**src/hdl/psls_pkg.sv**
```systemverilog
`timescale 1ns / 1ps
// Shared constants, types and helpers for the per-source latency statistics block.
// No dependencies; every other file in hdl/ depends on this package.
package psls_pkg;

  localparam int NumSources = 16;
  localparam int IdxBits    = 4;
  localparam int CountBits  = 24;
  localparam int DelayBits  = 32;
  localparam int FcBits     = 5;
  localparam int ProdBits   = CountBits + DelayBits;
  localparam int NumBits    = ProdBits + 1;
  localparam int CntBits    = $clog2(DelayBits);

  localparam logic [FcBits-1:0]    FcReset  = FcBits'(NumSources);
  localparam logic [FcBits-1:0]    FcLimit  = FcBits'(NumSources);
  localparam logic [CountBits-1:0] CountMax = {CountBits{1'b1}};
  localparam logic [CntBits-1:0]   DivLast  = CntBits'(DelayBits - 1);

  typedef enum logic [3:0] {
    S_IDLE,
    S_LOOK,
    S_SIMPLE,
    S_MUL,
    S_ADD,
    S_DIV,
    S_QUOT,
    S_WB,
    S_RESP
  } ctrl_state_e;

  typedef struct packed {
    logic capture;
    logic load;
    logic simple;
    logic mul;
    logic add;
    logic div_step;
    logic quot;
    logic wb;
    logic out_load;
  } cmd_t;

  typedef struct packed {
    logic bad;
    logic kind;
    logic first;
  } sts_t;

  function automatic logic [CountBits-1:0] sat_inc(input logic [CountBits-1:0] v);
    logic [CountBits-1:0] r;
    r = (v == CountMax) ? CountMax : v + CountBits'(1);
    return r;
  endfunction

endpackage

```
**src/hdl/psls_ctrl.sv**
```systemverilog
`timescale 1ns / 1ps
// Controller: sequences lookup, update, multiply, divide, write-back and response.
// Depends on psls_pkg; drives psls_datapath through cmd_t and reads sts_t.
module psls_ctrl (
  input  logic           clk_i,
  input  logic           rst_ni,
  input  logic           req_valid_i,
  output logic           req_ready_o,
  input  logic           rsp_ready_i,
  output logic           rsp_valid_o,
  input  psls_pkg::sts_t sts_i,
  output psls_pkg::cmd_t cmd_o
);
  import psls_pkg::*;

  ctrl_state_e        state_q, state_d;
  logic [CntBits-1:0] cnt_q, cnt_d;
  logic               rsp_valid_q, rsp_valid_d;

  always_ff @(posedge clk_i or negedge rst_ni) begin
    if (!rst_ni) begin
      state_q     <= S_IDLE;
      cnt_q       <= '0;
      rsp_valid_q <= 1'b0;
    end else begin
      state_q     <= state_d;
      cnt_q       <= cnt_d;
      rsp_valid_q <= rsp_valid_d;
    end
  end

  always_comb begin
    state_d     = state_q;
    cnt_d       = cnt_q;
    cmd_o       = '0;
    req_ready_o = 1'b0;
    unique case (state_q)
      S_IDLE: begin
        req_ready_o = 1'b1;
        if (req_valid_i) begin
          cmd_o.capture = 1'b1;
          state_d       = S_LOOK;
        end
      end
      S_LOOK: begin
        cmd_o.load = 1'b1;
        if (sts_i.bad) begin
          state_d = S_RESP;
        end else if (!sts_i.kind || sts_i.first) begin
          state_d = S_SIMPLE;
        end else begin
          state_d = S_MUL;
        end
      end
      S_SIMPLE: begin
        cmd_o.simple = 1'b1;
        state_d      = S_WB;
      end
      S_MUL: begin
        cmd_o.mul = 1'b1;
        state_d   = S_ADD;
      end
      S_ADD: begin
        cmd_o.add = 1'b1;
        cnt_d     = '0;
        state_d   = S_DIV;
      end
      S_DIV: begin
        cmd_o.div_step = 1'b1;
        cnt_d          = cnt_q + CntBits'(1);
        if (cnt_q == DivLast) begin
          state_d = S_QUOT;
        end
      end
      S_QUOT: begin
        cmd_o.quot = 1'b1;
        state_d    = S_WB;
      end
      S_WB: begin
        cmd_o.wb = 1'b1;
        state_d  = S_RESP;
      end
      S_RESP: begin
        if (!rsp_valid_q || rsp_ready_i) begin
          cmd_o.out_load = 1'b1;
          state_d        = S_IDLE;
        end
      end
      default: begin
        state_d = S_IDLE;
      end
    endcase
  end

  always_comb begin
    rsp_valid_d = rsp_valid_q;
    if (cmd_o.out_load) begin
      rsp_valid_d = 1'b1;
    end else if (rsp_ready_i) begin
      rsp_valid_d = 1'b0;
    end
  end

  assign rsp_valid_o = rsp_valid_q;

endmodule

```
**config.mk**
```make
export PLATFORM = sky130hd
export DESIGN_NAME = psls_ctrl
export DESIGN_NICKNAME = d
export VERILOG_FILES = /design/src/hdl/psls_pkg.sv /design/src/hdl/psls_ctrl.sv
export SDC_FILE = /design/constraint.sdc
export NUM_CORES = 1
export LEC_CHECK = 0
export BUFFER_PORTS_ARGS = -buffer_cell sky130_fd_sc_hd__buf_2
export CAP_MARGIN = 20
export CORE_AREA = 2 2 39 41
export CTS_CLUSTER_DIAMETER = 50
export DETAILED_ROUTE_END_ITERATION = 6
export DIE_AREA = 0 0 41 43
export PLACE_DENSITY = 0.85
export SLEW_MARGIN = 10
export SYNTH_ARGS = -nofsm -noshare
export SYNTH_HDL_FRONTEND = slang
export SYNTH_SLANG_ARGS = --single-unit
```
**constraint.sdc**
```tcl
create_clock -name clk_i -period 3.7 [get_ports clk_i]
set_input_delay 0.37 -clock clk_i [delete_from_list [all_inputs] [get_ports clk_i]]
set_output_delay 0.37 -clock clk_i [all_outputs]
set_load 0.02 [all_outputs]
```
==> out/qor.csv <==
metric;value;unit
antennaDiodeCount;0;
synth_fa_ha_area_share;3.94;%
max_freq;528;MHz
die_y;43;um
syn_nets;73;
drive_above_1_share;32.9;%
min_period_over_period;51.2;%
yosys.area.top_type;dfrtp_1;
p_leak;0.359;nW
initial_core_util;45.8;%
synth_compound_area_share;15.6;%
syn-cell-area;634;um2
synth_most_common_cell;dfrtp_1;
io_buffers;17;
h-tree-depth;1;
power;0.575;mW
rsz0062_at_grt;no;
setup_violations;0;
fp.coreArea;1380;um2
crit_arrival;1.52;ns
antenna_found_initial;0;
yosysWarnings;0;
p_comb_share;47.8;%
syn_inst;64;
clkTransAtPathRegs;0.06;ns
post-route-util;51.9;%
synth-simple-area-share;27.4;%
root_buffer;clkbuf_4;
intPower;0.305;mW
wl_per_cell;13.3;um
avgSynthCellArea;9.91;um2
cts_tree;done;
required;3.33;ns
finClkSkew;0.00480;ns
die_w;41;um
grt_pass1_vias;509;
final_cells;95;
worst-setup-path-type;reg2out;
place_hpwl;946;um
relSlewSlack;69.0;%
viasPerCell;5.59;
seq_power_share;39.8;%
worst_slew_pin_slew;0.466;ns
cts.sinks;10;
track_usage;17.3;%
place_congestion;0.729;
synthMuxAreaShare;1.58;%
setup_tns;0;ns
grt_overflow;0;
dp_cells;91;
finalHoldViolCount;0;
synthArstFlopShare;100;%
hold_path_class;in2reg;
synth_top_family_by_area;simple AND/OR/NAND/NOR gates;
drt_first_pass_iters;4;
clk_path_buf_depth;2;
drc;0;
ant_nets;0;
pin_count;18;
final_max_slew_viol_count;0;
clkLatencyLatePin;0.26;ns
sw_frac_of_total;47.0;%
vias;531;
fin_crit;1.89;ns
die-area;1760;um2
grt_max_degree;17;
synth_ff_type;dfrtp_1;
cp-start-kind;register;
yosys.cell_types.count;34;
worst_setup_path_end_kind;output pin;
ff_latch_area;250;um2
numCtsBuffers;3;
powerDensity;800;nW/um2
outcome;completed;
drv_cap;0;
drtIter0Drc;6;
num_rows;14;
multi_input_area;317;um2
synth_edf_count;0;
syn2layout_area_growth;13.2;%
synth.top_cells.by_area;dfrtp_1 39%, buf_6 5.3%, a22o_1 4.1%;
ys_seq_elements;10;
postCtsSetupRepairBufs;0;
clockPowerShare;12.5;%
final_nets;90;
synth_xor_xnor_area_share;1.38;%
synthTopCellsByCount;10 x dfrtp_1, 5 x nor2_1, 4 x nand2_1;
grt_pass1_wl;2.03;mm
ys_seq_area_share;39.4;%
hold_ws;0.409;ns
ir_drop;0.280;mV
cp_max_fo;14;
synth_top_area_share;39.4;%
p_switching;0.270;mW
routed_wl;1.27;mm
nFillCells;136;
[power groups by stage]
stage	clock [mW]	sequential (mW)	combinational, mW
6_report	0.0716	0.229	0.274
5_1_grt	0.0806	0.237	0.302
2_1_floorplan	0	0.180	0.281
3_3_place_gp	0	0.225	0.268
3_5_place_dp	0	0.230	0.276
4_1_cts	0.0759	0.228	0.278
[metal layers]
metal	vias to the layer above	GRT usage [%]	part of all wire, %
li1	263	-	-
met1	254	18.2	41
met2	12	27.8	53
met3	2	9.42	5.2
met4	0	6.00	1.1
met5	-	0	0
[state kept, by name, indices dropped and copies added, names as in the netlist]
signal and cells:
cnt_q 5, state_q 4, rsp_valid_o 1
[cell families after synthesis]
family / count (synthesis)
fa+ha+maj: 2
compound gates: 14
flops: 10
simple gates: 27
xor+xnor: 1
buf+inv: 9
mux: 1
[cells in the final DEF (no fill, tap or decap), drive strengths merged, types with 2 or more instances in the layout]
cell | Yosys | final
a22o | 3 | 3
inv | 3 | 3
nor3 | 3 | 3
a31oi | 2 | 2
o21ai | 2 | 2
clkbuf | 0 | 3
buf | 6 | 17
nor2b | 2 | 2
dfrtp | 10 | 10
nor2 | 5 | 5
ha | 2 | 2
nand2b | 2 | 2
nand2 | 4 | 4
a21oi | 2 | 2
and4bb | 2 | 2
[critical path: stages (launching register included)]
cell and delay, ns:
dfrtp_1 0.63, nand2b_1 0.25, nor3_1 0.19, buf_2 0.19
[worst paths after layout]
path                                              from                       to  slack [ns]  cells after the start
worst max register to register    cnt_q[0]$_DFFE_PN0P_   state_q[0]$_DFFE_PN0P_        2.06                      6
worst min-delay path                       rsp_ready_i  rsp_valid_o$_DFFE_PN0P_        0.41                      3
max in group asynchronous                       rst_ni  rsp_valid_o$_DFFE_PN0P_        3.01                      2
min in group asynchronous                       rst_ni   state_q[1]$_DFFE_PN0P_        0.50                      2
worst min register to register    cnt_q[2]$_DFFE_PN0P_     cnt_q[2]$_DFFE_PN0P_        0.51                      1
worst max-delay path            state_q[2]$_DFFE_PN0P_                 cmd_o[4]        1.81                      3
[final cells by class]
| type | count | area share, % |
|---|---|---|
| Timing Repair Buffer | 18 | 13.2 |
| Tap cell | 16 | 2.79 |
| Inverter | 3 | 1.92 |
| Sequential cell | 10 | 34.8 |
| Clock buffer | 3 | 3.14 |
| Multi-Input combinational cell | 45 | 44.1 |
[per-stage QoR]
stage               setup WS, ns  instance area, um2
floorplan                   1.67                 634
global placement            2.13                 686
detailed placement          2.05                 686
CTS                         1.79                 718
global route                1.68                 718
finish                      1.81                 718
[timing repair]
action | CTS | global route
resized for setup | 0 | 0
hold buffers | 1 | 0
hold endpoints to repair | 10 | 0
(Power assumes the default switching activity.)
